<file path="src/hdl/msws_pkg.sv">
// ----------------------------------------------------------------------------
// msws_pkg
// Shared types, codes and helpers of the multi-slot watchdog supervisor.
// ----------------------------------------------------------------------------
package msws_pkg;

  localparam int MAX_SLOTS = 16;
  localparam int SLOT_W    = (MAX_SLOTS > 1) ? $clog2(MAX_SLOTS) : 1;
  localparam int CNT_W     = $clog2(MAX_SLOTS + 1);
  localparam int AVAIL_W   = 5;
  localparam logic [AVAIL_W-1:0] AVAIL_RESET = AVAIL_W'(16);

  localparam logic [31:0] HANDLE_MARK = 32'h8000_0000;
  localparam logic [31:0] UNLOCK_RAW  = 32'h5080_30a4;
  localparam logic [31:0] UNLOCK_CODE = UNLOCK_RAW >> 1;
  localparam logic [7:0]  ID_MASK     = 8'hff;

  typedef enum logic [2:0] {
    OP_REGISTER   = 3'd0,
    OP_ACTIVATE   = 3'd1,
    OP_DEACTIVATE = 3'd2,
    OP_SERVICE    = 3'd3,
    OP_CHECK      = 3'd4
  } op_t;

  localparam logic [1:0] STAT_OK   = 2'd0;
  localparam logic [1:0] STAT_FULL = 2'd1;
  localparam logic [1:0] STAT_BAD  = 2'd2;

  localparam logic [1:0] CAUSE_NONE    = 2'd0;
  localparam logic [1:0] CAUSE_EXPIRED = 2'd1;
  localparam logic [1:0] CAUSE_UNLOCK  = 2'd2;

  typedef enum logic [2:0] {
    S_IDLE,
    S_DISPATCH,
    S_UPDATE,
    S_SCAN,
    S_RESULT
  } state_t;

  // controller to datapath
  typedef struct packed {
    logic load;         // capture input transaction
    logic do_register;  // allocate next slot
    logic set_bad;      // invalid handle
    logic do_deact;     // disable slot, check unlock code
    logic rd_life;      // read lifetime of handle slot
    logic wr_deadline;  // write new deadline
    logic scan_start;   // reset scan pointer
    logic scan_step;    // advance scan one slot
    logic finish_check; // decide restart kick
    logic load_out;     // move result into output register
  } cmd_t;

  // datapath to controller
  typedef struct packed {
    logic [2:0] op;
    logic       handle_ok;
    logic       scan_done;
  } stat_t;

  function automatic logic [31:0] encode_handle(input logic [7:0] id);
    logic [31:0] h;
    h = HANDLE_MARK | ({24'd0, id} << 24) | ({24'd0, ~id & ID_MASK} << 16) | {24'd0, id};
    return h;
  endfunction

endpackage

</file>
<file path="src/hdl/multi_slot_watchdog_supervisor_top.sv">
// ----------------------------------------------------------------------------
// multi_slot_watchdog_supervisor_top
// Multi-slot software watchdog supervisor with handle checking and trip latch.
// ----------------------------------------------------------------------------
// steps: register, deactivate, bad handle and unknown op go through dispatch, then result
// activate and service: dispatch reads the lifetime table, an update step does the 64-bit deadline add
// periodic check: dispatch, then a scan of the registered slots at one slot per cycle
// one transaction in flight; the next is taken once its result is in the output register
// reset (rst, synchronous): slots unregistered and disabled, trip cleared,
//   slots_available back to 16; the slot tables themselves are not cleared
module multi_slot_watchdog_supervisor_top (
  input  logic                         clk,
  input  logic                         rst,
  // operation input
  input  logic                         s_axis_tvalid,
  output logic                         s_axis_tready,
  input  logic [159:0]                 s_axis_tdata,  // handle, lifetime, unlock_code, now
  input  logic [2:0]                   s_axis_tuser,  // operation
  // result output
  output logic                         m_axis_tvalid,
  input  logic                         m_axis_tready,
  // status, handle_out, restart_kick, tripped, trip_cause, trip_slot, zero pad
  output logic [47:0]                  m_axis_tdata,
  // slots_available register
  input  logic                         cfg_wr_en,
  input  logic [msws_pkg::AVAIL_W-1:0] cfg_wr_data
);

  // command and status between sequencer and datapath
  msws_pkg::cmd_t  cmd;
  msws_pkg::stat_t stat;

  // sequencer: input/output handshake and operation steps
  msws_ctrl u_ctrl (
    .clk           (clk),
    .rst           (rst),
    .s_axis_tvalid (s_axis_tvalid),
    .s_axis_tready (s_axis_tready),
    .m_axis_tvalid (m_axis_tvalid),
    .m_axis_tready (m_axis_tready),
    .stat          (stat),
    .cmd           (cmd)
  );

  // datapath: slot tables, scan, trip latch and output register
  msws_dp u_dp (
    .clk         (clk),
    .rst         (rst),
    .in_op       (s_axis_tuser),
    .in_data     (s_axis_tdata),
    .cfg_wr_en   (cfg_wr_en),
    .cfg_wr_data (cfg_wr_data),
    .cmd         (cmd),
    .stat        (stat),
    .out_data    (m_axis_tdata)
  );

endmodule

</file>
<file path="src/hdl/msws_ctrl.sv">
// ----------------------------------------------------------------------------
// msws_ctrl
// Sequencer of the supervisor: steps one transaction through the datapath.
// ----------------------------------------------------------------------------
module msws_ctrl (
  input  logic            clk,
  input  logic            rst,
  input  logic            s_axis_tvalid,
  output logic            s_axis_tready,
  output logic            m_axis_tvalid,
  input  logic            m_axis_tready,
  input  msws_pkg::stat_t stat,
  output msws_pkg::cmd_t  cmd
);

  msws_pkg::state_t state, state_next;
  logic out_valid;

  always_ff @(posedge clk) begin
    if (rst) begin
      state <= msws_pkg::S_IDLE;
    end else begin
      state <= state_next;
    end
  end

  always_comb begin
    state_next    = state;
    cmd           = '0;
    s_axis_tready = 1'b0;
    case (state)
      msws_pkg::S_IDLE: begin
        s_axis_tready = 1'b1;
        if (s_axis_tvalid) begin
          cmd.load   = 1'b1;
          state_next = msws_pkg::S_DISPATCH;
        end
      end
      msws_pkg::S_DISPATCH: begin
        state_next = msws_pkg::S_RESULT;
        case (stat.op)
          msws_pkg::OP_REGISTER: cmd.do_register = 1'b1;
          msws_pkg::OP_ACTIVATE, msws_pkg::OP_SERVICE: begin
            if (!stat.handle_ok) begin
              cmd.set_bad = 1'b1;
            end else begin
              cmd.rd_life = 1'b1;
              state_next  = msws_pkg::S_UPDATE;
            end
          end
          msws_pkg::OP_DEACTIVATE: begin
            if (!stat.handle_ok) begin
              cmd.set_bad = 1'b1;
            end else begin
              cmd.do_deact = 1'b1;
            end
          end
          msws_pkg::OP_CHECK: begin
            cmd.scan_start = 1'b1;
            state_next     = msws_pkg::S_SCAN;
          end
          default: ;
        endcase
      end
      msws_pkg::S_UPDATE: begin
        cmd.wr_deadline = 1'b1;
        state_next      = msws_pkg::S_RESULT;
      end
      msws_pkg::S_SCAN: begin
        if (stat.scan_done) begin
          cmd.finish_check = 1'b1;
          state_next       = msws_pkg::S_RESULT;
        end else begin
          cmd.scan_step = 1'b1;
        end
      end
      msws_pkg::S_RESULT: begin
        if (!out_valid || m_axis_tready) begin
          cmd.load_out = 1'b1;
          state_next   = msws_pkg::S_IDLE;
        end
      end
      default: state_next = msws_pkg::S_IDLE;
    endcase
  end

  // output register valid flag
  always_ff @(posedge clk) begin
    if (rst) begin
      out_valid <= 1'b0;
    end else if (cmd.load_out) begin
      out_valid <= 1'b1;
    end else if (m_axis_tready) begin
      out_valid <= 1'b0;
    end
  end

  assign m_axis_tvalid = out_valid;

endmodule

</file>
<file path="src/hdl/msws_dp.sv">
// ----------------------------------------------------------------------------
// msws_dp
// Datapath: slot tables, handle check, deadline update, scan and trip latch.
// ----------------------------------------------------------------------------
module msws_dp (
  input  logic                            clk,
  input  logic                            rst,
  input  logic [2:0]                      in_op,
  input  logic [159:0]                    in_data,
  input  logic                            cfg_wr_en,
  input  logic [msws_pkg::AVAIL_W-1:0]    cfg_wr_data,
  input  msws_pkg::cmd_t                  cmd,
  output msws_pkg::stat_t                 stat,
  output logic [47:0]                     out_data
);

  // captured transaction
  logic [2:0]  op_r;
  logic [31:0] handle_r;
  logic [31:0] life_r;
  logic [31:0] code_r;
  logic [63:0] now_r;

  // slot state
  logic [msws_pkg::MAX_SLOTS-1:0] slot_enabled;
  logic [31:0] lifetime_mem [msws_pkg::MAX_SLOTS];
  logic [63:0] deadline_mem [msws_pkg::MAX_SLOTS];
  logic [msws_pkg::CNT_W-1:0]   reg_count;
  logic [msws_pkg::AVAIL_W-1:0] avail;

  logic                        trip_latch;
  logic [1:0]                  trip_reason;
  logic [msws_pkg::SLOT_W-1:0] trip_index;

  // scan pipeline
  logic [msws_pkg::CNT_W-1:0]  scan_idx;
  logic                        rd_pend;
  logic [msws_pkg::SLOT_W-1:0] rd_idx;
  logic [63:0]                 dl_rd;
  logic [31:0]                 life_rd;

  // result
  logic [1:0]  status_r;
  logic [31:0] hout_r;
  logic        kick_r;

  logic [7:0]                  hid;
  logic                        handle_ok;
  logic [msws_pkg::SLOT_W-1:0] sid;
  logic [msws_pkg::SLOT_W-1:0] new_sid;
  logic [msws_pkg::CNT_W-1:0]  limit;
  logic                        scan_more;
  logic                        expired;
  logic                        unlock_bad;

  assign hid       = handle_r[7:0];
  assign handle_ok = (handle_r == msws_pkg::encode_handle(hid))
                  && (32'(hid) < 32'(reg_count));
  assign sid       = msws_pkg::SLOT_W'(hid);
  assign new_sid   = msws_pkg::SLOT_W'(reg_count);
  assign limit     = (32'(avail) > 32'(msws_pkg::MAX_SLOTS))
                   ? msws_pkg::CNT_W'(msws_pkg::MAX_SLOTS) : msws_pkg::CNT_W'(avail);
  assign scan_more = scan_idx < reg_count;
  assign expired   = rd_pend && slot_enabled[rd_idx] && (dl_rd < now_r);
  assign unlock_bad = cmd.do_deact && (code_r != msws_pkg::UNLOCK_CODE);

  assign stat.op        = op_r;
  assign stat.handle_ok = handle_ok;
  assign stat.scan_done = !scan_more && !rd_pend;

  always_ff @(posedge clk) begin
    if (cmd.load) begin
      op_r     <= in_op;
      handle_r <= in_data[31:0];
      life_r   <= in_data[63:32];
      code_r   <= in_data[95:64];
      now_r    <= in_data[159:96];
    end
  end

  // slot tables
  always_ff @(posedge clk) begin
    if (cmd.do_register && (reg_count < limit)) begin
      lifetime_mem[new_sid] <= life_r;
    end
    if (cmd.rd_life) begin
      life_rd <= lifetime_mem[sid];
    end
    if (cmd.wr_deadline) begin
      deadline_mem[sid] <= now_r + {32'd0, life_rd};
    end
    if (cmd.scan_step && scan_more) begin
      dl_rd  <= deadline_mem[msws_pkg::SLOT_W'(scan_idx)];
      rd_idx <= msws_pkg::SLOT_W'(scan_idx);
    end
  end

  always_ff @(posedge clk) begin
    if (rst) begin
      slot_enabled <= '0;
      reg_count    <= '0;
      avail        <= msws_pkg::AVAIL_RESET;
      trip_latch   <= 1'b0;
      trip_reason  <= msws_pkg::CAUSE_NONE;
      trip_index   <= '0;
      scan_idx     <= '0;
      rd_pend      <= 1'b0;
    end else begin
      if (cfg_wr_en) begin
        avail <= cfg_wr_data;
      end
      if (cmd.do_register && (reg_count < limit)) begin
        slot_enabled[new_sid] <= 1'b0;
        reg_count             <= reg_count + 1'b1;
      end
      if (cmd.do_deact) begin
        slot_enabled[sid] <= 1'b0;
      end
      if (cmd.wr_deadline && (op_r == msws_pkg::OP_ACTIVATE)) begin
        slot_enabled[sid] <= 1'b1;
      end
      if (cmd.scan_start) begin
        scan_idx <= '0;
        rd_pend  <= 1'b0;
      end else if (cmd.scan_step) begin
        rd_pend <= scan_more;
        if (scan_more) begin
          scan_idx <= scan_idx + 1'b1;
        end
      end
      // first trip wins; scan runs in slot order so the lowest slot lands first
      if (!trip_latch && unlock_bad) begin
        trip_latch  <= 1'b1;
        trip_reason <= msws_pkg::CAUSE_UNLOCK;
        trip_index  <= sid;
      end else if (!trip_latch && cmd.scan_step && expired) begin
        trip_latch  <= 1'b1;
        trip_reason <= msws_pkg::CAUSE_EXPIRED;
        trip_index  <= rd_idx;
      end
    end
  end

  // result fields
  always_ff @(posedge clk) begin
    if (cmd.load) begin
      status_r <= msws_pkg::STAT_OK;
      hout_r   <= '0;
      kick_r   <= 1'b0;
    end else begin
      if (cmd.do_register) begin
        if (reg_count < limit) begin
          hout_r <= msws_pkg::encode_handle(8'(reg_count));
        end else begin
          status_r <= msws_pkg::STAT_FULL;
        end
      end
      if (cmd.set_bad) begin
        status_r <= msws_pkg::STAT_BAD;
      end
      if (cmd.finish_check) begin
        kick_r <= !trip_latch;
      end
    end
  end

  always_ff @(posedge clk) begin
    if (cmd.load_out) begin
      out_data <= {6'd0, 4'(trip_index), trip_reason, trip_latch, kick_r, hout_r, status_r};
    end
  end

endmodule

</file>
<file path="config.mk">
export PLATFORM = sky130hd
export DESIGN_NAME = multi_slot_watchdog_supervisor_top
export DESIGN_NICKNAME = d
export VERILOG_FILES = /design/src/hdl/msws_pkg.sv /design/src/hdl/multi_slot_watchdog_supervisor_top.sv /design/src/hdl/msws_ctrl.sv /design/src/hdl/msws_dp.sv
export SDC_FILE = /design/constraint.sdc
export NUM_CORES = 2
export LEC_CHECK = 0
export BUFFER_PORTS_ARGS = -buffer_cell sky130_fd_sc_hd__buf_2
export CAP_MARGIN = 20
export CORE_MARGIN = 2
export CORE_UTILIZATION = 25
export CTS_CLUSTER_SIZE = 30
export DETAILED_ROUTE_END_ITERATION = 12
export PLACE_DENSITY_LB_ADDON = 0.08
export SLEW_MARGIN = 20
export SYNTH_ARGS = -nofsm -noshare
export SYNTH_HDL_FRONTEND = slang
export SYNTH_SLANG_ARGS = --single-unit
</file>
<file path="constraint.sdc">
create_clock -name clk -period 7.1 [get_ports clk]
set_input_delay 1.065 -clock clk [delete_from_list [all_inputs] [get_ports clk]]
set_output_delay 1.065 -clock clk [all_outputs]
set_load 0.005 [all_outputs]
</file>
==> impl_metrics.py <==
metrics = {
    "synth": {
        "synth.distinct_cells": 77,
        "synth.area.top_cells": "edfxtp_1, mux4_2, ha_1",
        "synth_cells": 3393,
        "synth.top_cell.area_share_pct": 74.5,
        "yosys_warnings": 0,
        "yosysSeqAreaShare_pct": 76.0,
        "postSynth.asyncResetShare_pct": 0,
        "avgSynthCellArea_um2": 21.6,
        "syn_area_um2": 73400,
        "synth-seq-cells": 1877,
        "synth_top_cell_by_area": "edfxtp_1",
        "synth_edf_count": 1820,
        "synth_ff_type": "edfxtp_1",
    },
    "die": {
        "die_x_um": 546,
        "placementRows": 198,
        "die_y_um": 546,
        "num_io_pins": 223,
        "coreArea_um2": 292000,
        "start_util_pct": 25.2,
        "dieArea_um2": 298000,
    },
    "place": {
        "placed_area_um2": 80000,
        "portBuffers": 203,
        "dp.final_hpwl_um": 119000,
        "dp_cells": 7445,
        "gp_congestion": 0.716,
    },
    "detailed_routing": {
        "ant_nets": 0,
        "dr.pass1.iters": 5,
        "top_layer_used": "met5",
        "num_vias": 34712,
        "via_per_inst": 4.42,
        "routed_wl_um": 214000,
        "wl_met1_um": 97400,
        "wl_met3_um": 6970,
        "drt-wirelength-per-cell_um": 27.2,
        "route.detailed.drc": 0,
        "drt_iter0_drc": 2433,
        "wl_met2_um": 104000,
    },
    "min_path": {
        "worst_hold_path.num_cells": 1,
        "worstHoldEndpoint": "u_dp.now_r[48]$_DFFE_PP_",
        "hold_path.class": "in -> reg",
        "hold_start": "s_axis_tdata[144]",
    },
    "sta": {
        "setup-tns-final_ns": 0,
        "rsz0062_at_grt": "no",
        "min_period_ns": 4.44,
        "hold_slack_ns": 0.360,
        "period_share_pct": 62.6,
        "timing.fmax_ghz": 0.225,
        "skew_ns": 0.0725,
        "setup_viol": 0,
        "maxSlewHeadroom_pct": 29.1,
        "tightest_slew_ns": 1.06,
        "drv_slew": 0,
        "final-hold-violation-count": 0,
    },
    "clocking": {
        "cts_sinks": 1877,
        "cts_tree": "done",
        "cts_hold_buf": 0,
        "ctsResizeCount": 0,
        "cts_setup_buffers": 0,
        "cts_max_level": 4,
        "cts-root-buf": "clkbuf_16",
        "clock_latency_ns": 0.89,
        "cts_made_buffers": 223,
        "clockBufferDepth": 4,
        "clk_pin_slew_ns": 0.06,
    },
    "worst_setup_path": {
        "cp_data_required_time_ns": 7.62,
        "timing.rr.start": "u_dp.now_r[0]$_DFFE_PP_",
        "rrSetupSlack_ns": 2.66,
        "arrival_ns": 4.96,
        "endpoint_kind": "flip-flop",
        "critPathKind": "reg -> reg",
        "reg2regPathDepth": 13,
        "worstReg2RegEnd": "u_dp.deadline_mem[0][52]$_DFFE_PP_",
        "crit_fanout": 16,
        "cp-start-kind": "flip-flop",
    },
    "finish": {
        "drive_above_1_share_pct": 30.1,
        "nets": 4057,
        "layout_commonest_cell": "edfxtp_1",
        "stdcell_count": 7852,
        "fin_util_pct": 29.9,
        "nFillCells": 28360,
        "final_cell_mix": "edfxtp_1, mux4_2, clkbuf_16",
        "syn2layout_area_growth_pct": 18.7,
        "postLayoutCellArea_um2": 87100,
    },
    "power": {
        "p_leak_uw": 0.0272,
        "ir_worst_vdd_uv": 164,
        "p_per_area_nw_per_um2": 280,
    },
    "flow_run": {
        "cap_violations": 0,
    },
    "global_route": {
        "grt_overflow_total": 0,
        "grt_pass1_vias": 37390,
        "antenna_found_initial": 28,
        "grt_usage_pct": 14.2,
        "grt_start_max_net_pins": 114,
        "grt_pass1_wl_um": 300000,
    },
    "run_status": {
        "status": "completed",
    },
}
==> flip-flops by register name, indices dropped and copies added (netlist names), 11 cells and up <==
signal / flops
u_dp.now_r: 64
u_dp.out_data: 21
u_dp.code_r: 32
u_dp.deadline_mem: 1024
u_dp.handle_r: 32
u_dp.life_rd: 32
u_dp.dl_rd: 64
u_dp.life_r: 32
u_dp.hout_r: 11
u_dp.slot_enabled: 16
u_dp.lifetime_mem: 512
==> report_power, final <==
| group | total (uW) | internal (uW) | switching, uW |
|---|---|---|---|
| clock | 11000 | 6430 | 4590 |
| combinational | 881 | 299 | 582 |
| sequential | 12500 | 12400 | 111 |
==> worst max-delay path, stage by stage (launching register included) <==
cell	delay [ns]
edfxtp_1	0.35
ha_1	0.20
inv_1	0.06
fa_1	0.42
and2b_1	0.24
o2111ai_1	0.14
a21boi_1	0.48
a2111o_1	0.29
a31oi_4	0.11
o21a_2	0.26
o31ai_4	0.17
buf_4	0.40
nand2_1	0.12
xnor2_1	0.80
==> how the worst max path moves through the flow <==
stage	end	start	slack, ns	cells past startpoint
4_1_cts	u_dp.deadline_mem[4][62]$_DFFE_PP_	u_dp.now_r[0]$_DFFE_PP_	2.27	13
5_1_grt	u_dp.deadline_mem[1][52]$_DFFE_PP_	u_dp.now_r[0]$_DFFE_PP_	2.33	13
3_3_place_gp	u_dp.deadline_mem[6][62]$_DFFE_PP_	u_dp.now_r[0]$_DFFE_PP_	2.37	13
6_report	u_dp.deadline_mem[0][52]$_DFFE_PP_	u_dp.now_r[0]$_DFFE_PP_	2.66	13
3_5_place_dp	u_dp.deadline_mem[5][62]$_DFFE_PP_	u_dp.now_r[0]$_DFFE_PP_	2.29	13
2_1_floorplan	u_dp.code_r[0]$_DFFE_PP_	s_axis_tvalid	0.21	2
==> per-layer routing <==
| metal | GRT usage, % | up-vias |
|---|---|---|
| met3 | 1.89 | 315 |
| li1 | - | 14892 |
| met4 | 3.63 | 6 |
| met1 | 19.5 | 18854 |
| met5 | 0 | - |
| met2 | 23.6 | 645 |
==> synthesized netlist by cell type (12+ instances only) <==
cell / number
a211oi_1: 12
a21o_1: 36
a21oi_1: 53
buf_1: 15
buf_2: 28
buf_4: 28
clkbuf_1: 90
dfxtp_1: 57
edfxtp_1: 1820
ha_1: 112
inv_1: 85
mux2i_1: 20
mux4_2: 485
nand2_1: 77
nand2b_1: 16
nand3_1: 18
nand4_1: 40
nor2_1: 114
nor3_1: 18
o211ai_1: 12
o21ai_0: 36
xnor2_1: 58
xor2_1: 12
==> cell type report <==
| type | instances | area, um^2 | area share (%) |
|---|---|---|---|
| Clock buffer | 267 | 5790 | 6.64 |
| Timing Repair Buffer | 299 | 2080 | 2.39 |
| Sequential cell | 1877 | 55800 | 64.1 |
| Antenna cell | 2 | 5.00 | 0.00574 |
| Clock inverter | 137 | 1150 | 1.32 |
| Inverter | 85 | 319 | 0.366 |
| Tap cell | 3900 | 4880 | 5.60 |
| Multi-Input combinational cell | 1285 | 17100 | 19.6 |
==> logic make-up (layout without fill, tap and decap cells) <==
logic type / after synthesis / in the layout / share of synthesized area [%]
buffers and inverters: 249 / 788 / 1.50
other: 1 / 21 / 0.00511
xor gates and xnor gates: 70 / 70 / 0.836
AOI/OAI and AO/OA: 224 / 224 / 2.09
DFF: 1877 / 1877 / 76.0
muxes: 505 / 505 / 15.2
adders and majority gates: 113 / 113 / 1.94
and+or+nand+nor: 354 / 354 / 2.44
==> through the flow <==
stage	total power, uW	setup WS [ns]
4_1_cts	24800	2.27
2_1_floorplan	13200	0.207
3_5_place_dp	13600	2.29
3_3_place_gp	13600	2.37
5_1_grt	25300	2.33
6_report	24400	2.66
No activity file was read; power rests on OpenSTA's default activity.
